==> src/hdl/obbp_pkg.sv <==
package obbp_pkg;

  typedef enum logic {
    ACT_ROTATE  = 1'b0,
    ACT_PROJECT = 1'b1
  } action_t;

  localparam int CFG_IDX_W  = 1;
  localparam int CFG_DATA_W = 32;

  typedef logic [CFG_IDX_W-1:0] cfg_idx_t;

  localparam cfg_idx_t REG_HALF_WIDTH  = 1'd0;
  localparam cfg_idx_t REG_HALF_HEIGHT = 1'd1;

  // pipeline depth, input register through result register
  localparam int STAGES       = 12;
  localparam int COMMIT_STAGE = 5;
  localparam int PROJ_STAGE   = 6;

  // sine polynomial coefficients, Q14
  localparam logic [10:0] SIN_C3 = 11'd1142;
  localparam logic [14:0] SIN_C2 = 15'd10476;
  localparam logic [15:0] SIN_C1 = 16'd25718;
  localparam logic [14:0] QUARTER = 15'd16384;

  localparam logic signed [31:0] SAT_MAX = 32'sh7FFF_FFFF;
  localparam logic signed [31:0] SAT_MIN = 32'sh8000_0000;

  typedef struct packed {
    action_t            action;
    logic [15:0]        angle;
    logic signed [31:0] pos_x;
    logic signed [31:0] pos_y;
    logic signed [15:0] first_axis_x;
    logic signed [15:0] first_axis_y;
    logic signed [15:0] second_axis_x;
    logic signed [15:0] second_axis_y;
  } item_t;

  typedef struct packed {
    logic signed [31:0] span_a_min;
    logic signed [31:0] span_a_max;
    logic signed [31:0] span_b_min;
    logic signed [31:0] span_b_max;
    logic [3:0]         mask_a_min;
    logic [3:0]         mask_a_max;
    logic [3:0]         mask_b_min;
    logic [3:0]         mask_b_max;
    logic signed [31:0] local_left;
    logic signed [31:0] local_right;
    logic signed [31:0] local_bottom;
    logic signed [31:0] local_top;
  } res_t;

  // per-item data that rides alongside the trig and corner stages
  typedef struct packed {
    action_t            action;
    logic signed [31:0] pos_x;
    logic signed [31:0] pos_y;
    logic signed [15:0] first_axis_x;
    logic signed [15:0] first_axis_y;
    logic signed [15:0] second_axis_x;
    logic signed [15:0] second_axis_y;
  } side_t;

  typedef struct packed {
    logic signed [31:0] b_x;
    logic signed [31:0] b_y;
    logic signed [31:0] d_x;
    logic signed [31:0] d_y;
  } corners_t;

  // round a Q.14-extended value to nearest and saturate to 32 bits
  function automatic logic signed [31:0] rnd14(input logic signed [49:0] v);
    logic signed [49:0] t;
    t = (v + 50'sd8192) >>> 14;
    if (t[49:31] != {19{t[49]}}) begin
      return t[49] ? SAT_MIN : SAT_MAX;
    end
    return t[31:0];
  endfunction

endpackage

==> src/hdl/obbp_trig.sv <==
module obbp_trig #(
  parameter int TRIG_TABLE_BITS = 10
) (
  input  logic               clk,
  input  logic               en,
  input  logic [15:0]        angle,
  output logic signed [15:0] sn,
  output logic signed [15:0] cs
);
  import obbp_pkg::*;

  localparam int          SH    = 16 - TRIG_TABLE_BITS;
  localparam logic [15:0] QMASK = 16'hFFFF << SH;

  // lane 0 is sine, lane 1 is cosine
  logic [15:0] q;
  logic [13:0] u;
  logic [14:0] z0 [2];
  logic        neg0 [2];
  logic [29:0] zz [2];

  logic [14:0] z1 [2], z2_1 [2];
  logic        neg1 [2];
  logic [25:0] m2 [2];

  logic [14:0] z2r [2], z2_2 [2];
  logic [13:0] t1_2 [2];
  logic        neg2 [2];
  logic [28:0] m3 [2];

  logic [14:0] z3 [2];
  logic [14:0] t2_3 [2];
  logic        neg3 [2];
  logic [29:0] m4 [2];
  logic signed [15:0] mag [2];

  always_comb begin
    q = angle & QMASK;
    u = q[13:0];
    z0[0]   = q[14] ? 15'(QUARTER - 15'(u)) : 15'(u);
    neg0[0] = q[15];
    // cosine sits one quadrant ahead
    z0[1]   = q[14] ? 15'(u) : 15'(QUARTER - 15'(u));
    neg0[1] = q[15] ^ q[14];
    for (int k = 0; k < 2; k++) begin
      zz[k] = 30'(z0[k]) * 30'(z0[k]);
      m2[k] = 26'(z2_1[k]) * 26'(SIN_C3);
      m3[k] = 29'(t1_2[k]) * 29'(z2_2[k]);
      m4[k] = 30'(z3[k]) * 30'(t2_3[k]);
      mag[k] = signed'({1'b0, m4[k][28:14]});
    end
  end

  always_ff @(posedge clk) begin
    if (en) begin
      for (int k = 0; k < 2; k++) begin
        z1[k]   <= z0[k];
        z2_1[k] <= zz[k][28:14];
        neg1[k] <= neg0[k];

        z2r[k]  <= z1[k];
        z2_2[k] <= z2_1[k];
        t1_2[k] <= 14'(SIN_C2 - 15'(m2[k][25:14]));
        neg2[k] <= neg1[k];

        z3[k]   <= z2r[k];
        t2_3[k] <= 15'(SIN_C1 - 16'(m3[k][28:14]));
        neg3[k] <= neg2[k];
      end
      sn <= neg3[0] ? -mag[0] : mag[0];
      cs <= neg3[1] ? -mag[1] : mag[1];
    end
  end

endmodule

==> config.mk <==
export PLATFORM = sky130hd
export DESIGN_NAME = obbp_trig
export DESIGN_NICKNAME = d
export VERILOG_FILES = /design/src/hdl/obbp_pkg.sv /design/src/hdl/obbp_trig.sv
export SDC_FILE = /design/constraint.sdc
export NUM_CORES = 2
export LEC_CHECK = 0
export ABC_AREA = 1
export BUFFER_PORTS_ARGS = -buffer_cell sky130_fd_sc_hd__clkbuf_2
export CAP_MARGIN = 20
export CORE_ASPECT_RATIO = 2
export CORE_MARGIN = 3
export CORE_UTILIZATION = 40
export DETAILED_ROUTE_END_ITERATION = 12
export RECOVER_POWER = 25
export SLEW_MARGIN = 20
export SYNTH_ARGS = -nofsm -noshare
export SYNTH_HDL_FRONTEND = slang
export SYNTH_SLANG_ARGS = --single-unit
==> constraint.sdc <==
create_clock -name clk -period 10.4 [get_ports clk]
set_input_delay 3.12 -clock clk [delete_from_list [all_inputs] [get_ports clk]]
set_output_delay 3.12 -clock clk [all_outputs]
set_load 0.03 [all_outputs]
==> flow_summary_export.csv <==
group,metric,value,unit
worst_setup_path,worst_path_largest_cell_delay,0.63,ns
sta,achievable-frequency,113,MHz
routing,postRouteAntennaNets,0,
synth,synth_cells,5385,
final_layout,finalNetCount,6628,
floorplan,dieWidth,239,µm
worst_setup_path,start_kind,"input pin",
sta,clock-skew-final,0.0358,ns
synth,synth-edff-count,205,
synth,ys_types,50,
routing,drt_drc_violations_left,0,
clocking,tritoncts,"done",
final_layout,most-common-layout-cells,"1429 x nand2_1, 1373 x inv_1, 634 x fa_1, 621 x ha_1, 270 x nor2_1",
clocking,cts.path.max_buffers,3,
clocking,tritoncts.num_buffers,23,
global_route,grt_use_total,0.185,
final_layout,share_of_final_layout_standard_cells_stronger_than_drive_strength_1,0.0318,
synth,synthesis.area,43300,µm²
final_layout,layout.core_utilization,0.424,
clocking,path_clk_slew,0.06,ns
routing,detailedRoute.firstIterationViolations,1000,
synth,synth_largest_area_cell,"fa_1",
sta,drv_slew,77,
worst_setup_path,cp-end-kind,"register",
sta,period_share,0.853,
worst_setup_path,rr_worst_depth,29,
clocking,cts.hold.buffers_added,0,
synth,synth.avg_cell_area,8.03,µm²
synth,async_flop_share,0,
sta,max-slew-margin-rel,-2.06,
placed_design,hpwlAfterDp,87800,µm
sta,unrepaired_setup_endpoints_after_global_routing,"no",
floorplan,io_pins,50,
sta,finalWorstSetupSlack,1.52,ns
synth,post-synth-top-area-fraction,0.293,
sta,fin_tns_setup,0,ns
worst_setup_path,r2r-end,"t2_3[0][29]$_DFFE_PP_",
worst_setup_path,critical_path_class,"input pin to register",
floorplan,chipHeight,471,µm
global_route,grt_max_degree,79,
synth,netlist_top_cells_area,"fa_1 29%, ha_1 18%, edfxtp_1 14%",
worst_setup_path,rr_startpoint,"z2_2[0][22]$_DFFE_PP_",
worst_setup_path,timing.critical_path.required,10.73,ns
outcome,outcome,"finished with violations",
synth,yosysWarnings,0,
placed_design,buffer_ports.inserted,43,
sta,report.final.setup_viol,0,
routing,drt_wl_total,101000,µm
clocking,ctsResizeCount,0,
global_route,grt_first_pass_wirelength,169000,µm
sta,holdWs,0.417,ns
final_layout,area_delta_synth_final,5.34,%
worst_setup_path,cp_common_cell,"inv_1",
synth,synth_seq_cells,205,
worst_setup_path,crit_end,"z2_1[0][14]$_DFFE_PP_",
placed_design,globalplace.congestion,0.927,
global_route,antenna_violations_before_repair,3,
worst_setup_path,crit_fanout,8,
clocking,clock_sink_count,205,
floorplan,die_area,112000,µm²
routing,avgRoutedWirePerCell,15.0,µm
floorplan,initial_core_util,0.403,
final_layout,mostFrequentLayoutCell,"nand2_1",
placed_design,place_ws,0.862,ns
hold_path,hold_class,"register to register",
global_route,vias_in_the_first_global_route,36000,
synth,synth.yosys.seq_area_share,0.142,
clocking,clkLatencyLatePin,0.59,ns
worst_setup_path,slowest_cell_on_crit_path,"fa_1",
sta,endpoints_failing_hold,0,
routing,num_vias,33200,
clocking,clock_tree.root_cell,"clkbuf_16",
worst_setup_path,setup.reg_to_reg.worst_slack,3.54,ns
sta,layout_min_cycle_time,8.88,ns
sta,tightest_slew,4.59,ns
clocking,cts_htree_levels,1,
routing,drt_pass1_iterations,5,
synth,postSynth.topFlopCell,"edfxtp_1",
floorplan,fp-row-count,170,
clocking,cts_setup_buffers,0,
run,drv_cap,1,
outcome,violations,"capacitance limit, slew limit",
worst_setup_path,crit_start,"angle[7]",
routing,detail_route.vias_per_cell,4.91,
floorplan,core_area,107000,µm²
global_route,grt_overflow,0,
worst_setup_path,crit_path_dat,9.21,ns
-- synth_stat cells, types with 12 or more instances --
cell and instances:
nand2_1 1429, inv_1 1373, fa_1 634, ha_1 621, nor2_1 270, edfxtp_1 205
a21oi_1 152, nand3_1 146, clkbuf_1 108, xor2_1 79, o21ai_0 74, xnor2_1 39
nand4_1 36, nand2_2 31, nor3_1 28, nand3b_1 20, o21bai_1 15, nor2_2 14
o21ai_1 12
-- critical path: cells and delay by family --
| family | cells | cell delay, ns |
|---|---|---|
| XOR/XNOR | 1 | 0.13 |
| AND/OR/NAND/NOR | 10 | 0.89 |
| buffers and inverters | 11 | 0.97 |
| AO/OA/AOI/OAI | 6 | 0.95 |
| adder cells (fa/ha/maj) | 8 | 3.16 |
-- cells by family after synthesis --
family	after synthesis	share of synthesized area
xor gates and xnor gates	125	0.0268
and+or+nand+nor	2011	0.191
DFF	205	0.142
AOI/OAI and AO/OA	285	0.0359
buffers and inverters	1502	0.131
other	2	0.000174
adders and majority gates	1255	0.473
-- stage by stage --
| step | cells | cell area [µm²] |
|---|---|---|
| after global placement | 6706 | 44800 |
| after detailed placement | 6706 | 44800 |
| after global routing | 6749 | 45600 |
| final | 6749 | 45600 |
| after floorplan | 5393 | 43300 |
| after CTS | 6748 | 45600 |
-- per-layer routing --
| metal | wire, µm | global-route usage |
|---|---|---|
| met1 | 33900 | 0.169 |
| met2 | 60400 | 0.398 |
| met3 | 2200 | 0.0122 |
| met4 | 4990 | 0.0829 |
| met5 | 0 | 0 |
-- area by class of cell --
cell class,instances,area (µm²)
antenna,1,2.50
inverter,1387,5210
clock inverter,16,145
timing repair buffer,52,275
multi-input combinational,3686,31500
clock buffer,26,587
tap,1376,1720
sequential,205,6160
fill,10800,61900
-- worst min-delay path by stage --
stage	start	end	slack, ns	cells after the start
after global placement	z2r[0][8]$_DFFE_PP_	z3[0][8]$_DFFE_PP_	0.40	0
after CTS	z2r[0][8]$_DFFE_PP_	z3[0][8]$_DFFE_PP_	0.42	0
after detailed placement	z2r[0][8]$_DFFE_PP_	z3[0][8]$_DFFE_PP_	0.41	0
after floorplan	neg1[0][0]$_DFFE_PP_	neg2[0][0]$_DFFE_PP_	0.40	0
final	z2r[0][8]$_DFFE_PP_	z3[0][8]$_DFFE_PP_	0.42	0
after global routing	z1[0][21]$_DFFE_PP_	z2r[0][21]$_DFFE_PP_	0.44	0
-- flip-flops by register name, indices dropped and copies added, names as in the netlist --
name	cells
z3	17
cs	16
neg2	2
t2_3	30
z2_2	29
z2r	17
t1_2	28
z2_1	29
z1	17
sn	16
neg3	2
neg1	2
Power is left out: the tool's default activity adds up to more than one toggle a clock period on the data nets, which glitch-free logic cannot reach.
